$ cat config.mk
export PLATFORM = sky130hd
export DESIGN_NAME = npm_queue
export DESIGN_NICKNAME = d
export VERILOG_FILES = /design/src/rtl/npm_pkg.sv /design/src/rtl/npm_queue.sv
export SDC_FILE = /design/constraint.sdc
export NUM_CORES = 1
export LEC_CHECK = 0
export BUFFER_PORTS_ARGS = -buffer_cell sky130_fd_sc_hd__clkbuf_2
export CAP_MARGIN = 25
export CORE_UTILIZATION = 36
export DETAILED_ROUTE_END_ITERATION = 7
export GPL_ROUTABILITY_DRIVEN = 0
export PLACE_DENSITY = 0.57
export SLEW_MARGIN = 20
export SYNTH_ARGS = -nofsm -noshare
export SYNTH_HDL_FRONTEND = slang
export SYNTH_SLANG_ARGS = --single-unit
$ cat constraint.sdc
create_clock -name clk -period 5.6 [get_ports clk]
set_clock_uncertainty 0.2 [all_clocks]
set_input_delay 0.56 -clock clk [delete_from_list [all_inputs] [get_ports clk]]
set_output_delay 0.56 -clock clk [all_outputs]
set_load 0.01 [all_outputs]
$ cat src/rtl/npm_pkg.sv
package npm_pkg;

  // Storage and coordinate widths
  localparam int MAX_POINTS = 256;
  localparam int CW         = 32;                   // coordinate width
  localparam int AW         = $clog2(MAX_POINTS);   // store address width
  localparam int NW         = AW + 1;               // fill count width
  localparam int IW         = 8;                    // reported index width

  // Arithmetic widths
  localparam int DW   = CW + 1;          // coordinate difference
  localparam int SQW  = 2 * DW;          // product of two differences
  localparam int DSW  = SQW + 1;         // sum of two products
  localparam int MULW = DSW + DW;        // |dot| * |delta|
  localparam int NUMW = MULW + 2;        // rounded dividend
  localparam int DIVW = DSW + 1;         // divisor, twice the squared length
  localparam int QW   = 46;              // quotient bits kept
  localparam int SUMW = QW + 2;          // base plus offset
  localparam int MCW  = $clog2(DW);      // multiply step counter
  localparam int DCW  = $clog2(NUMW);    // divide step counter

  // Queue between front and back
  localparam int QDEPTH = 2;
  localparam int QAW    = $clog2(QDEPTH);
  localparam int QCW    = $clog2(QDEPTH + 1);

  typedef enum logic [1:0] {
    REQ_LOAD  = 2'd0,
    REQ_QUERY = 2'd1,
    REQ_CLEAR = 2'd2,
    REQ_NONE  = 2'd3
  } req_t;

  typedef enum logic [1:0] {
    STAT_OK    = 2'd0,
    STAT_EMPTY = 2'd1,
    STAT_FULL  = 2'd2
  } status_t;

  // Back end sequencer states
  typedef enum logic [4:0] {
    S_IDLE, S_SCAN, S_SDRAIN, S_FETCH, S_FWAIT, S_NBL, S_NBR, S_NDRAIN,
    S_LA, S_LB, S_LWAIT, S_PREP, S_PROD, S_SUM, S_ABS, S_MUL, S_NUM,
    S_DIV, S_FIN, S_EMIT
  } state_t;

  typedef struct packed {
    req_t                 op;
    logic signed [CW-1:0] x;
    logic signed [CW-1:0] y;
  } item_t;

  // A queue slot as seen by either neighbour
  typedef struct packed {
    logic  valid;
    item_t item;
  } slot_t;

endpackage

$ cat src/rtl/npm_queue.sv
module npm_queue import npm_pkg::*; (
  input  logic  clk,
  input  logic  rst_n,
  input  slot_t push,
  output logic  push_ready,
  output slot_t head,
  input  logic  pop
);

  item_t          mem_r [QDEPTH];
  logic [QAW-1:0] wr_ptr_r;
  logic [QAW-1:0] rd_ptr_r;
  logic [QCW-1:0] fill_r;
  logic           do_push;
  logic           do_pop;

  assign push_ready = (fill_r != QCW'(QDEPTH));
  assign do_push    = push.valid && push_ready;
  assign do_pop     = pop && (fill_r != '0);

  // Pointer and fill bookkeeping
  always_ff @(posedge clk) begin
    if (!rst_n) begin
      wr_ptr_r <= '0;
      rd_ptr_r <= '0;
      fill_r   <= '0;
    end else begin
      if (do_push) begin
        wr_ptr_r <= (wr_ptr_r == QAW'(QDEPTH - 1)) ? '0 : wr_ptr_r + QAW'(1);
      end
      if (do_pop) begin
        rd_ptr_r <= (rd_ptr_r == QAW'(QDEPTH - 1)) ? '0 : rd_ptr_r + QAW'(1);
      end
      if (do_push && !do_pop) begin
        fill_r <= fill_r + QCW'(1);
      end else if (do_pop && !do_push) begin
        fill_r <= fill_r - QCW'(1);
      end
    end
  end

  always_ff @(posedge clk) begin
    if (do_push) begin
      mem_r[wr_ptr_r] <= push.item;
    end
  end

  assign head.valid = (fill_r != '0);
  assign head.item  = mem_r[rd_ptr_r];

endmodule

# ---- Word-level counts from Yosys, hierarchy flattened
# Memories as Yosys holds them, arrays and structs flattened. A register that Yosys moved wholly into a read port is not among the register bits.
# Cells that the tools add are included.
# W data, S select, Z words.
dict set report op_classes {
  addsub 4
  eq_ne 1
  muxes 8
  n_reduce_logical 8
}
# operator n
set ops {}
lappend ops {{$mux W1} 6}
lappend ops {{$logic_and A1 B1 Y1} 4}
lappend ops {{$mux W2} 2}
lappend ops {{$reduce_bool A2 Y1} 2}
lappend ops {{$add A1 B1 Y1 const B} 2}
lappend ops {{$add A2 B1 Y2 const B} 1}
lappend ops {{$logic_not A1 Y1} 2}
lappend ops {{$ne A2 B2 Y1 const B} 1}
lappend ops {{$sub A2 B1 Y2 const B} 1}
dict set report word_totals {
  ff_bits 4
  ram_bits 132
  in_bits 70
  out_inout_bits 68
  n_memories 1
}
# name depth word_bits rd rd_ports_with_merged_regs write_ports line
set memory_table {}
lappend memory_table {mem_r 2 66 1 1 1 npm_queue.sv:10} ;# item_t mem_r [QDEPTH];

# ---- Longest topological paths before layout
dict set report depth {
  ltp_word 6
  mapped_depth 6
  mapped_depth_nobuf 6
}

# ---- Worst setup path before layout
# Ideal clock, no wire load.
dict set report synth_path {
  kind {register to register}
  start {register fill_r[0]}
  end {memory mem_r[1][0] in the netlist's numbering (enable)}
  setup_ns 0.431
  t_arrival_ns 2.172
  t_required_ns 4.969
  path_slack_ns 2.796
  path_stages_with_launch 3
  period_less_slack_ns 2.804
  cell_sequence {dfxtp_1 nand2b_4 and3_1}
}
dict set report synth_via {
  elab_chain_len 4
}
# item line
set synth_lines {}
lappend synth_lines {{start: declaration} npm_queue.sv:13} ;# logic [QCW-1:0] fill_r;
lappend synth_lines {{start signal: assignment} npm_queue.sv:35} ;# fill_r <= fill_r + QCW'(1);
lappend synth_lines {{start signal: assignment} npm_queue.sv:37} ;# fill_r <= fill_r - QCW'(1);
lappend synth_lines {{$ne A2 B2 Y1} npm_queue.sv:17} ;# assign push_ready = (fill_r != QCW'(QDEPTH));
lappend synth_lines {{net push_ready} npm_queue.sv:5} ;# output logic push_ready,
lappend synth_lines {{$logic_and A1 B1 Y1} npm_queue.sv:18} ;# assign do_push = push.valid && push_ready;
lappend synth_lines {{$mux W1} npm_queue.sv:43} ;# if (do_push) begin
lappend synth_lines {{$mux W1 (not written as such)} npm_queue.sv:44} ;# mem_r[wr_ptr_r] <= push.item;
lappend synth_lines {{end: declaration} npm_queue.sv:10}
# The timed path passes the listed nets, and every way through them passes these cells.

==> flow_metrics.py <==
metrics = {
    "status": {
        "outcome": "completed",
    },
    "sta": {
        "setup_slack_ns": 2.859,
        "period_minus_slack_ns": 2.741,
        "achievable-frequency_mhz": 364.8,
        "slew_headroom_pct": 36.78,
        "drv_slew": 0,
        "hold_viol_final": 0,
        "min_period_over_period_pct": 48.95,
        "rsz0062_at_grt": "false",
        "setup_violations": 0,
        "holdWs_ns": 0.1340,
        "tns_ns": 0,
        "worst_pin_slew_ns": 0.9483,
    },
    "floorplanning": {
        "io_pins": 138,
        "fp.dieH_um": 120.0,
        "fp.coreArea_um2": 13400,
        "start_util_pct": 37.40,
        "dieWidth_um": 120.0,
        "dieArea_um2": 14400,
        "row_count": 42,
    },
    "drt": {
        "dr.pass1.iters": 4,
        "vias": 2564,
        "drt_wl_total_um": 8530,
        "ant_nets": 0,
        "drcViolationCount": 0,
        "wl_per_cell_um": 15.02,
        "drt_iter0_markers": 197,
        "via_per_inst": 4.514,
    },
    "min_path": {
        "hp-start": "push[61]",
        "hold_class": "primary input to flip-flop",
    },
    "grt": {
        "grt_overflow_total": 0,
        "antenna_found_initial": 0,
        "grt_util_all_layers_pct": 12.59,
        "grt_max_degree": 67,
        "grt_pass1_vias": 2540,
        "grt_pass1_wl_um": 13030,
    },
    "power_and_ir_drop": {
        "power_density_nw_per_um2": 480.8,
        "switching_share_pct": 25.11,
        "ir_drop_mv": 0.2561,
        "clkPwrFrac_pct": 36.6,
        "p_sw_uw": 782.6,
        "p_leak_nw": 2.446,
        "power_mw": 3.116,
        "pwr-share-seq_pct": 44.4,
        "intPower_mw": 2.334,
        "p_comb_share_pct": 19.0,
    },
    "cts": {
        "hold_buffers": 0,
        "cts_buffers": 17,
        "clk_path_buf_depth": 2,
        "ctsResizeCount": 0,
        "cts_tree": "done",
        "clock-root-buffer": "clkbuf_16",
        "htreeDepth": 4,
        "insertion_delay_ns": 0.41,
        "postCtsSetupRepairBufs": 0,
        "cts.reportedPaths.clkPinSlew_ns": 0.06,
        "clock_sinks": 137,
    },
    "setup_path": {
        "worst_ep_arrival_time_ns": 1.98,
        "start_kind": "flip-flop",
        "timing.critical_path.slowest_stage_cell": "dfxtp_4",
        "cp-end-kind": "output pin",
        "max_stage_delay_ns": 0.96,
        "crit_chain": "mux2_2 > clkbuf_2",
        "worstSetupPathType": "flip-flop to output pin",
        "cp_top_family": "flip-flops",
        "cp_data_required_time_ns": 4.84,
        "r2r-start": "fill_r[0]",
        "critPathBufInv": 1,
        "cp_max_fo": 66,
    },
    "synth": {
        "syn_inst": 229,
        "syn_area_um2": 5012,
        "synth_seq_area_share_pct": 81.08,
        "synth_cell_type_count": 21,
        "ys_ff_latch": 137,
        "synth_nets": 300,
        "ys_warn_count": 0,
        "syn_area_per_cell_um2": 21.89,
    },
    "final_layout": {
        "fin_area_um2": 6481,
        "final_cell_mix": "clkbuf_2 (137), edfxtp_1 (132), mux2_2 (66)",
        "final_cells": 568,
        "fin_util_pct": 48.37,
        "syn_to_final_growth_pct": 29.31,
        "fill_cells": 1169,
        "nNetsFinal": 450,
        "layout_commonest_cell": "clkbuf_2",
        "layout-drive-gt1-share_pct": 60.71,
        "n_antenna_cell": 0,
    },
    "job": {
        "cap_violations": 0,
    },
    "place": {
        "place_ws_ns": 3.075,
        "portBuffers": 137,
        "dpl_cell_area_um2": 5872,
        "hpwl_um": 5083,
        "placed_cells": 536,
    },
}
[power by group through the flow]
stage | registers (mW) | logic [mW] | clock network, mW
after floorplan | 1.33 | 0.448 | 0
after global placement | 1.40 | 0.602 | 0
after detailed placement | 1.41 | 0.603 | 0
after CTS | 1.39 | 0.607 | 1.16
after global routing | 1.41 | 0.643 | 1.21
final | 1.39 | 0.592 | 1.14
[cell families after synthesis]
kind of cell	count (synthesis)	share of synthesized area [%]
muxes	66	14.83
xor gates and xnor gates	3	0.5243
adders and majority gates	1	0.2496
and+or+nand+nor	9	1.298
DFF	137	81.08
buffers and inverters	8	1.323
AOI/OAI and AO/OA	5	0.6989
[sequential cells by signal, summed over array words and instances (netlist names), named ones only]
register / count
fill_r: 2
mem_r: 132
wr_ptr_r: 1
rd_ptr_r: 1
[layout make-up]
| cell class | instances | area [µm²] | area share (%) |
|---|---|---|---|
| clock buffers | 19 | 432.9 | 6.680 |
| clock inverters | 13 | 176.4 | 2.722 |
| multi-input cells | 84 | 887.1 | 13.69 |
| inverters | 1 | 3.754 | 0.05792 |
| repair buffers | 138 | 693.2 | 10.69 |
| well taps | 176 | 220.2 | 3.398 |
| flip-flops and latches | 137 | 4068 | 62.76 |
[per-layer routing]
layer / vias up / GRT usage [%] / share of wire (%)
li1: 1209 / - / -
met1: 1247 / 15.35 / 43
met2: 98 / 19.07 / 48
met3: 10 / 4.990 / 6.9
met4: 0 / 6.875 / 1.7
met5: - / 0 / 0
[Yosys cell counts, drive strengths merged]
cell | n | area share, %
buf | 7 | 1.2
mux2 | 66 | 15
and2 | 4 | 0.50
nand2b | 1 | 0.27
ha | 1 | 0.25
dfxtp | 5 | 2.0
a21bo | 1 | 0.20
or2 | 1 | 0.12
or3 | 1 | 0.12
inv | 1 | 0.075
xor2 | 1 | 0.17
nand3b | 1 | 0.15
and3 | 1 | 0.12
edfxtp | 132 | 79
o21ai | 2 | 0.20
xnor2 | 2 | 0.35
a21boi | 2 | 0.30
[worst reg2reg max path, delay by kind of cell (launching register included)]
family | cells | cell delay [ns]
and+or+nand+nor | 2 | 0.30
DFF | 1 | 0.42
buffers and inverters | 2 | 1.10
[final timing paths]
path	to	slack [ns]	cells past startpoint
worst max-delay path	head[12]	2.86	2
worst max register to register	mem_r[0][37]	3.19	4
worst min-delay path	mem_r[0][61]	0.13	1
worst min register to register	fill_r[1]	0.35	2
Note: power is estimated with default switching activity, not from simulation.
