**config.mk**
```make
export PLATFORM = sky130hd
export DESIGN_NAME = npm_front_flat
export DESIGN_NICKNAME = d
export VERILOG_FILES = /design/src/rtl/npm_pkg.sv /design/src/rtl/npm_if.sv /design/src/rtl/npm_front.sv /design/src/flat_wrapper.sv
export SDC_FILE = /design/constraint.sdc
export NUM_CORES = 1
export LEC_CHECK = 0
export ABC_AREA = 0
export ABC_CLOCK_PERIOD_IN_PS = 3700
export BUFFER_PORTS_ARGS = -buffer_cell sky130_fd_sc_hd__buf_2
export CORE_UTILIZATION = 44
export DETAILED_ROUTE_END_ITERATION = 12
export PLACE_DENSITY = 0.84
export SLEW_MARGIN = 15
export SYNTH_ARGS = -nofsm -noshare
export SYNTH_HDL_FRONTEND = slang
export SYNTH_SLANG_ARGS = --single-unit
```
**constraint.sdc**
```tcl
create_clock -name clk -period 3.7 [get_ports clk]
set_input_delay 0.37 -clock clk [delete_from_list [all_inputs] [get_ports clk]]
set_output_delay 0.37 -clock clk [all_outputs]
set_load 0.02 [all_outputs]
```
**src/rtl/npm_pkg.sv**
```systemverilog
package npm_pkg;

  // Storage and coordinate widths
  localparam int MAX_POINTS = 256;
  localparam int CW         = 32;                   // coordinate width
  localparam int AW         = $clog2(MAX_POINTS);   // store address width
  localparam int NW         = AW + 1;               // fill count width
  localparam int IW         = 8;                    // reported index width

  // Arithmetic widths
  localparam int DW   = CW + 1;          // coordinate difference
  localparam int SQW  = 2 * DW;          // product of two differences
  localparam int DSW  = SQW + 1;         // sum of two products
  localparam int MULW = DSW + DW;        // |dot| * |delta|
  localparam int NUMW = MULW + 2;        // rounded dividend
  localparam int DIVW = DSW + 1;         // divisor, twice the squared length
  localparam int QW   = 46;              // quotient bits kept
  localparam int SUMW = QW + 2;          // base plus offset
  localparam int MCW  = $clog2(DW);      // multiply step counter
  localparam int DCW  = $clog2(NUMW);    // divide step counter

  // Queue between front and back
  localparam int QDEPTH = 2;
  localparam int QAW    = $clog2(QDEPTH);
  localparam int QCW    = $clog2(QDEPTH + 1);

  typedef enum logic [1:0] {
    REQ_LOAD  = 2'd0,
    REQ_QUERY = 2'd1,
    REQ_CLEAR = 2'd2,
    REQ_NONE  = 2'd3
  } req_t;

  typedef enum logic [1:0] {
    STAT_OK    = 2'd0,
    STAT_EMPTY = 2'd1,
    STAT_FULL  = 2'd2
  } status_t;

  // Back end sequencer states
  typedef enum logic [4:0] {
    S_IDLE, S_SCAN, S_SDRAIN, S_FETCH, S_FWAIT, S_NBL, S_NBR, S_NDRAIN,
    S_LA, S_LB, S_LWAIT, S_PREP, S_PROD, S_SUM, S_ABS, S_MUL, S_NUM,
    S_DIV, S_FIN, S_EMIT
  } state_t;

  typedef struct packed {
    req_t                 op;
    logic signed [CW-1:0] x;
    logic signed [CW-1:0] y;
  } item_t;

  // A queue slot as seen by either neighbour
  typedef struct packed {
    logic  valid;
    item_t item;
  } slot_t;

endpackage

```
**src/rtl/npm_if.sv**
```systemverilog
interface npm_in_if import npm_pkg::*; ();
  logic                 valid;
  logic                 ready;
  logic [1:0]           req_type;
  logic signed [CW-1:0] point_x;
  logic signed [CW-1:0] point_y;
  modport source (output valid, req_type, point_x, point_y, input ready);
  modport sink   (input valid, req_type, point_x, point_y, output ready);
endinterface


```
**src/rtl/npm_front.sv**
```systemverilog
module npm_front import npm_pkg::*; (
  input  logic      clk,
  input  logic      rst_n,
  npm_in_if.sink    in_req,
  output slot_t     push,
  input  logic      push_ready
);

  logic  hold_vld_r;
  item_t hold_r;
  logic  take;

  // A request is taken whenever the holding stage is free or drains this cycle.
  assign in_req.ready = !hold_vld_r || push_ready;
  assign take         = in_req.valid && in_req.ready;

  // Unused request codes are taken and dropped here.
  always_ff @(posedge clk) begin
    if (!rst_n) begin
      hold_vld_r <= 1'b0;
    end else if (take) begin
      hold_vld_r <= (req_t'(in_req.req_type) != REQ_NONE);
    end else if (push_ready) begin
      hold_vld_r <= 1'b0;
    end
  end

  always_ff @(posedge clk) begin
    if (take) begin
      hold_r.op <= req_t'(in_req.req_type);
      hold_r.x  <= in_req.point_x;
      hold_r.y  <= in_req.point_y;
    end
  end

  assign push.valid = hold_vld_r;
  assign push.item  = hold_r;

endmodule

```
**src/flat_wrapper.sv**
```systemverilog
// flat-port wrapper written by rule: the top's interface ports become plain ports
module npm_front_flat import npm_pkg::*;
  (clk, rst_n, push, push_ready, in_req_valid, in_req_req_type, in_req_point_x, in_req_point_y, in_req_ready);
  npm_in_if in_req_i ();
  input  logic clk;
  input  logic rst_n;
  output slot_t push;
  input  logic push_ready;
  input wire logic [$bits(in_req_i.valid)-1:0] in_req_valid;
  input wire logic [$bits(in_req_i.req_type)-1:0] in_req_req_type;
  input wire logic [$bits(in_req_i.point_x)-1:0] in_req_point_x;
  input wire logic [$bits(in_req_i.point_y)-1:0] in_req_point_y;
  output wire logic [$bits(in_req_i.ready)-1:0] in_req_ready;
  assign in_req_i.valid = in_req_valid;
  assign in_req_i.req_type = in_req_req_type;
  assign in_req_i.point_x = in_req_point_x;
  assign in_req_i.point_y = in_req_point_y;
  assign in_req_ready = in_req_i.ready;
  npm_front u_core (.clk(clk), .rst_n(rst_n), .in_req(in_req_i), .push(push), .push_ready(push_ready));
endmodule
```
## Word level (Yosys, flattened, before mapping)

Index checks and enable logic that the tools add are counted.

- Flip-flop bits (word level): 67
- Input bits: 70

- Equality and inequality tests: 1
- Reductions and logical operators: 4
- Multiplexer cells: 2

Operator list:

| kind | number |
|---|---|
| $mux 1 | 2 |
| $ne 2x2->1 const B | 1 |
| $reduce_bool 2->1 | 1 |
| $logic_and 1x1->1 | 1 |
| $logic_not 1->1 | 1 |
| $logic_or 1x1->1 | 1 |

## Logic depth before layout (Yosys ltp)

- Depth after elaboration: 4
- Mapped depth: 2
- Gate-level depth less buffers: 2

## Least setup slack after synthesis

No wires, ideal clock.

- Kind: input to register
- From: input push_ready
- To: register u_core.hold_r (netlist bit u_core.push[0]) (enable)
- Cell stages on the path: 2
- Data required time: 3.269 ns
- Setup slack: 1.028 ns
- Arrival: 2.241 ns
- Setup time: 0.431 ns
- Path through: nand2b_1 and2_1

- Longest elaborated chain between the ends: 2

Ends and longest elaborated chain:

| what | RTL line | source |
|---|---|---|
| from (decl) | flat_wrapper.sv:8 | `input logic push_ready;` |
| $logic_or 1x1->1 | npm_front.sv:14 | `assign in_req.ready = !hold_vld_r \|\| push_ready;` |
| $logic_and 1x1->1 | npm_front.sv:15 | `assign take = in_req.valid && in_req.ready;` |
| named net u_core.take | npm_front.sv:11 | `logic take;` |
| to (decl) | npm_front.sv:10 | `item_t hold_r;` |

The timed path passes the listed nets, and every way through them passes these cells.
A chain may end at the register's enable or synchronous reset.

## Worst setup path in the final report

- From: register u_core.hold_vld_r
- To: register u_core.hold_r (netlist bit u_core.push[62]) (enable)

- Longest elaborated chain between the ends: 3

Ends and longest elaborated chain:

| what | RTL line | source |
|---|---|---|
| from (decl) | npm_front.sv:9 | `logic hold_vld_r;` |
| from (signal assigned) | npm_front.sv:22 | `hold_vld_r <= (req_t'(in_req.req_type) != REQ_NONE);` |
| $logic_not 1->1 | npm_front.sv:14 |  |
| $logic_or 1x1->1 | npm_front.sv:14 |  |
| $logic_and 1x1->1 | npm_front.sv:15 |  |
| named net u_core.take | npm_front.sv:11 |  |

The timed path passes the listed nets, and every way through them passes these cells.

==> flow_metrics.env <==
export IMPL_outcome="completed"
export IMPL_io_buffers=137
export IMPL_synthMuxAreaShare_pct=0
export IMPL_grt_antenna_before_repair=0
export IMPL_first_iter_violations=60
export IMPL_worstPathMaxFanout=66
export IMPL_synth_top_area_share_pct=97.00
export IMPL_utilization_pct=67.97
export IMPL_wl_met3_um=469
export IMPL_synth_compound_area_share_pct=1.041
export IMPL_required_ns=3.65
export IMPL_rows=24
export IMPL_dp_cells=261
export IMPL_async_reset_ff_share_pct=0
export IMPL_final_area_um2=3000
export IMPL_worstMarginPinSlew_ns=0.7680
export IMPL_synth_top_family_by_area="compound AO/OA/AOI/OAI gates"
export IMPL_finalSetupTns_ns=0
export IMPL_peakVddDrop_mv=0.3160
export IMPL_grt_usage_pct=16.49
export IMPL_period_share_pct=42.72
export IMPL_finalHoldViolations=0
export IMPL_synth_fa_ha_area_share_pct=0
export IMPL_drive_gt1_share_pct=68.75
export IMPL_synthDistinctLibCells=7
export IMPL_ys_warn_count=0
export IMPL_grt_pass1_wl_um=5802
export IMPL_finalPower_mw=1.671
export IMPL_cts_sink_count=67
export IMPL_cp_start_kind="flip-flop"
export IMPL_clock_skew_ns=0.005988
export IMPL_cts_root_buffer="clkbuf_8"
export IMPL_die_area_um2=4920
export IMPL_pre_cts_slack_ns=1.924
export IMPL_setup_viol=0
export IMPL_coreArea_um2=4414
export IMPL_detail_route_vias_per_cell=4.467
export IMPL_nets=290
export IMPL_cp_arrival_ns=1.53
export IMPL_hp_class="in2reg"
export IMPL_clk_latency_ns=0.32
export IMPL_netlist_area_um2=2043
export IMPL_n_antenna_cell=0
export IMPL_fin_cells=276
export IMPL_drt_met1_wl_um=1391
export IMPL_clkTransAtPathRegs_ns=0.07
export IMPL_p_leak_nw=1.309
export IMPL_holdWs_ns=0.2197
export IMPL_critical_path_class="reg2reg"
export IMPL_synth_largest_area_cell="edfxtp_1"
export IMPL_power_density_nw_per_um2=556.8
export IMPL_cts_made_buffers=9
export IMPL_synth_top_flop_cell="edfxtp_1"
export IMPL_synthTopCellsByArea="edfxtp_1 (97%), dfxtp_1 (0.98%), a21boi_2 (0.55%)"
export IMPL_floorplan_initialDensity_pct=46.29
export IMPL_ant_nets=0
export IMPL_rsz0062_at_grt="no"
export IMPL_fmax_mhz=632.7
export IMPL_fp_dieH_um=70.15
export IMPL_synthSimpleGateAreaFrac_pct=0.6124
export IMPL_maxCapViolCount=0
export IMPL_cts_tree="done"
export IMPL_drv_slew=0
export IMPL_synth_edf_count=66
export IMPL_ioPinCount=138
export IMPL_cp_end_kind="flip-flop"
export IMPL_wl_met2_um=2111
export IMPL_syn_to_final_growth_pct=46.85
export IMPL_postCtsHoldBufs=0
export IMPL_dieWidth_um=70.15
export IMPL_fin_crit_ns=1.581
export IMPL_relSlewSlack_pct=48.80
export IMPL_gp_congestion=0.6736
export IMPL_cts_setup_buffers=0
export IMPL_htree_levels=3
export IMPL_seq_area_frac_synth_pct=97.98
export IMPL_multi_input_area_um2=35.03
export IMPL_placed_area_um2=2795
export IMPL_highest_layer="met4"
export IMPL_vias=1233
export IMPL_synth_cells=72
export IMPL_first_pass_iters=6
export IMPL_setup_slack_ns=2.119
export IMPL_fillers=301
export IMPL_grt_overflow_total=0
export IMPL_grt_max_degree=67
export IMPL_drt_wirelength_per_cell_um=14.55
export IMPL_synthXorXnorAreaFrac_pct=0
export IMPL_drc_errors=0
export IMPL_yosys_cell_count_top_type="edfxtp_1"
export IMPL_cts_resized=0
export IMPL_synth_area_per_cell_um2=28.38
export IMPL_synth_ff_latch_count=67
export IMPL_grt_pass1_vias=1285
export IMPL_wl_um=4016
export IMPL_cts_max_path_buffers=2
export IMPL_synth_nets=142
export IMPL_seqCellArea_um2=2002
## layer usage
layer	GRT usage, %	vias up
met5	0	-
met4	8.000	0
met3	9.235	7
met2	27.88	78
met1	16.14	566
li1	-	582
## flip-flops by register name, summed over array words and instances (netlist names)
register and flops:
u_core.hold_vld_r 1, u_core.push 66
## report_power, final
part / switching [mW] / internal (mW) / leakage, nW
Clock: 0.247 / 0.371 / 0.103
Combinational: 0.0985 / 0.0559 / 0.558
Sequential: 0.0103 / 0.888 / 0.649
## worst max-delay path: stages (launching register included)
cell	delay, ns
dfxtp_1	0.31
nand2b_1	0.12
and2_2	0.15
buf_4	0.59
## cells by family after synthesis
| logic type | Yosys count |
|---|---|
| AND/OR/NAND/NOR | 2 |
| AO/OA/AOI/OAI | 2 |
| buffers and inverters | 1 |
| flip-flops | 67 |
## layout by cell type, fill, tap and decap left out
cell type,instances
bufinv_16,2
a21bo_1,1
clkinvlp_4,1
and2_2,1
buf_4,1
a21boi_2,1
clkinv_1,1
edfxtp_1,66
dfxtp_1,1
buf_2,137
clkbuf_8,9
nand2b_1,1
clkinv_2,2
## path summary, 6_finish.rpt
kind | startpoint | to | slack, ns | cells past startpoint
hold / removal | in_req_point_y[0] | u_core.push[0] | 0.22 | 1
setup reg to reg | u_core.hold_vld_r | u_core.push[62] | 2.12 | 3
setup / recovery | u_core.hold_vld_r | u_core.push[62] | 2.12 | 3
hold reg to reg | u_core.hold_vld_r | u_core.hold_vld_r | 0.54 | 2
## final cells by class
class                           count  area share (%)
Clock buffer                        9           4.128
Clock inverter                      6           2.711
Multi-Input combinational cell      4           1.168
Sequential cell                    67           66.72
Tap cell                           52           2.168
Timing Repair Buffer              138           23.10
No activity file was read; power rests on OpenSTA's default activity.
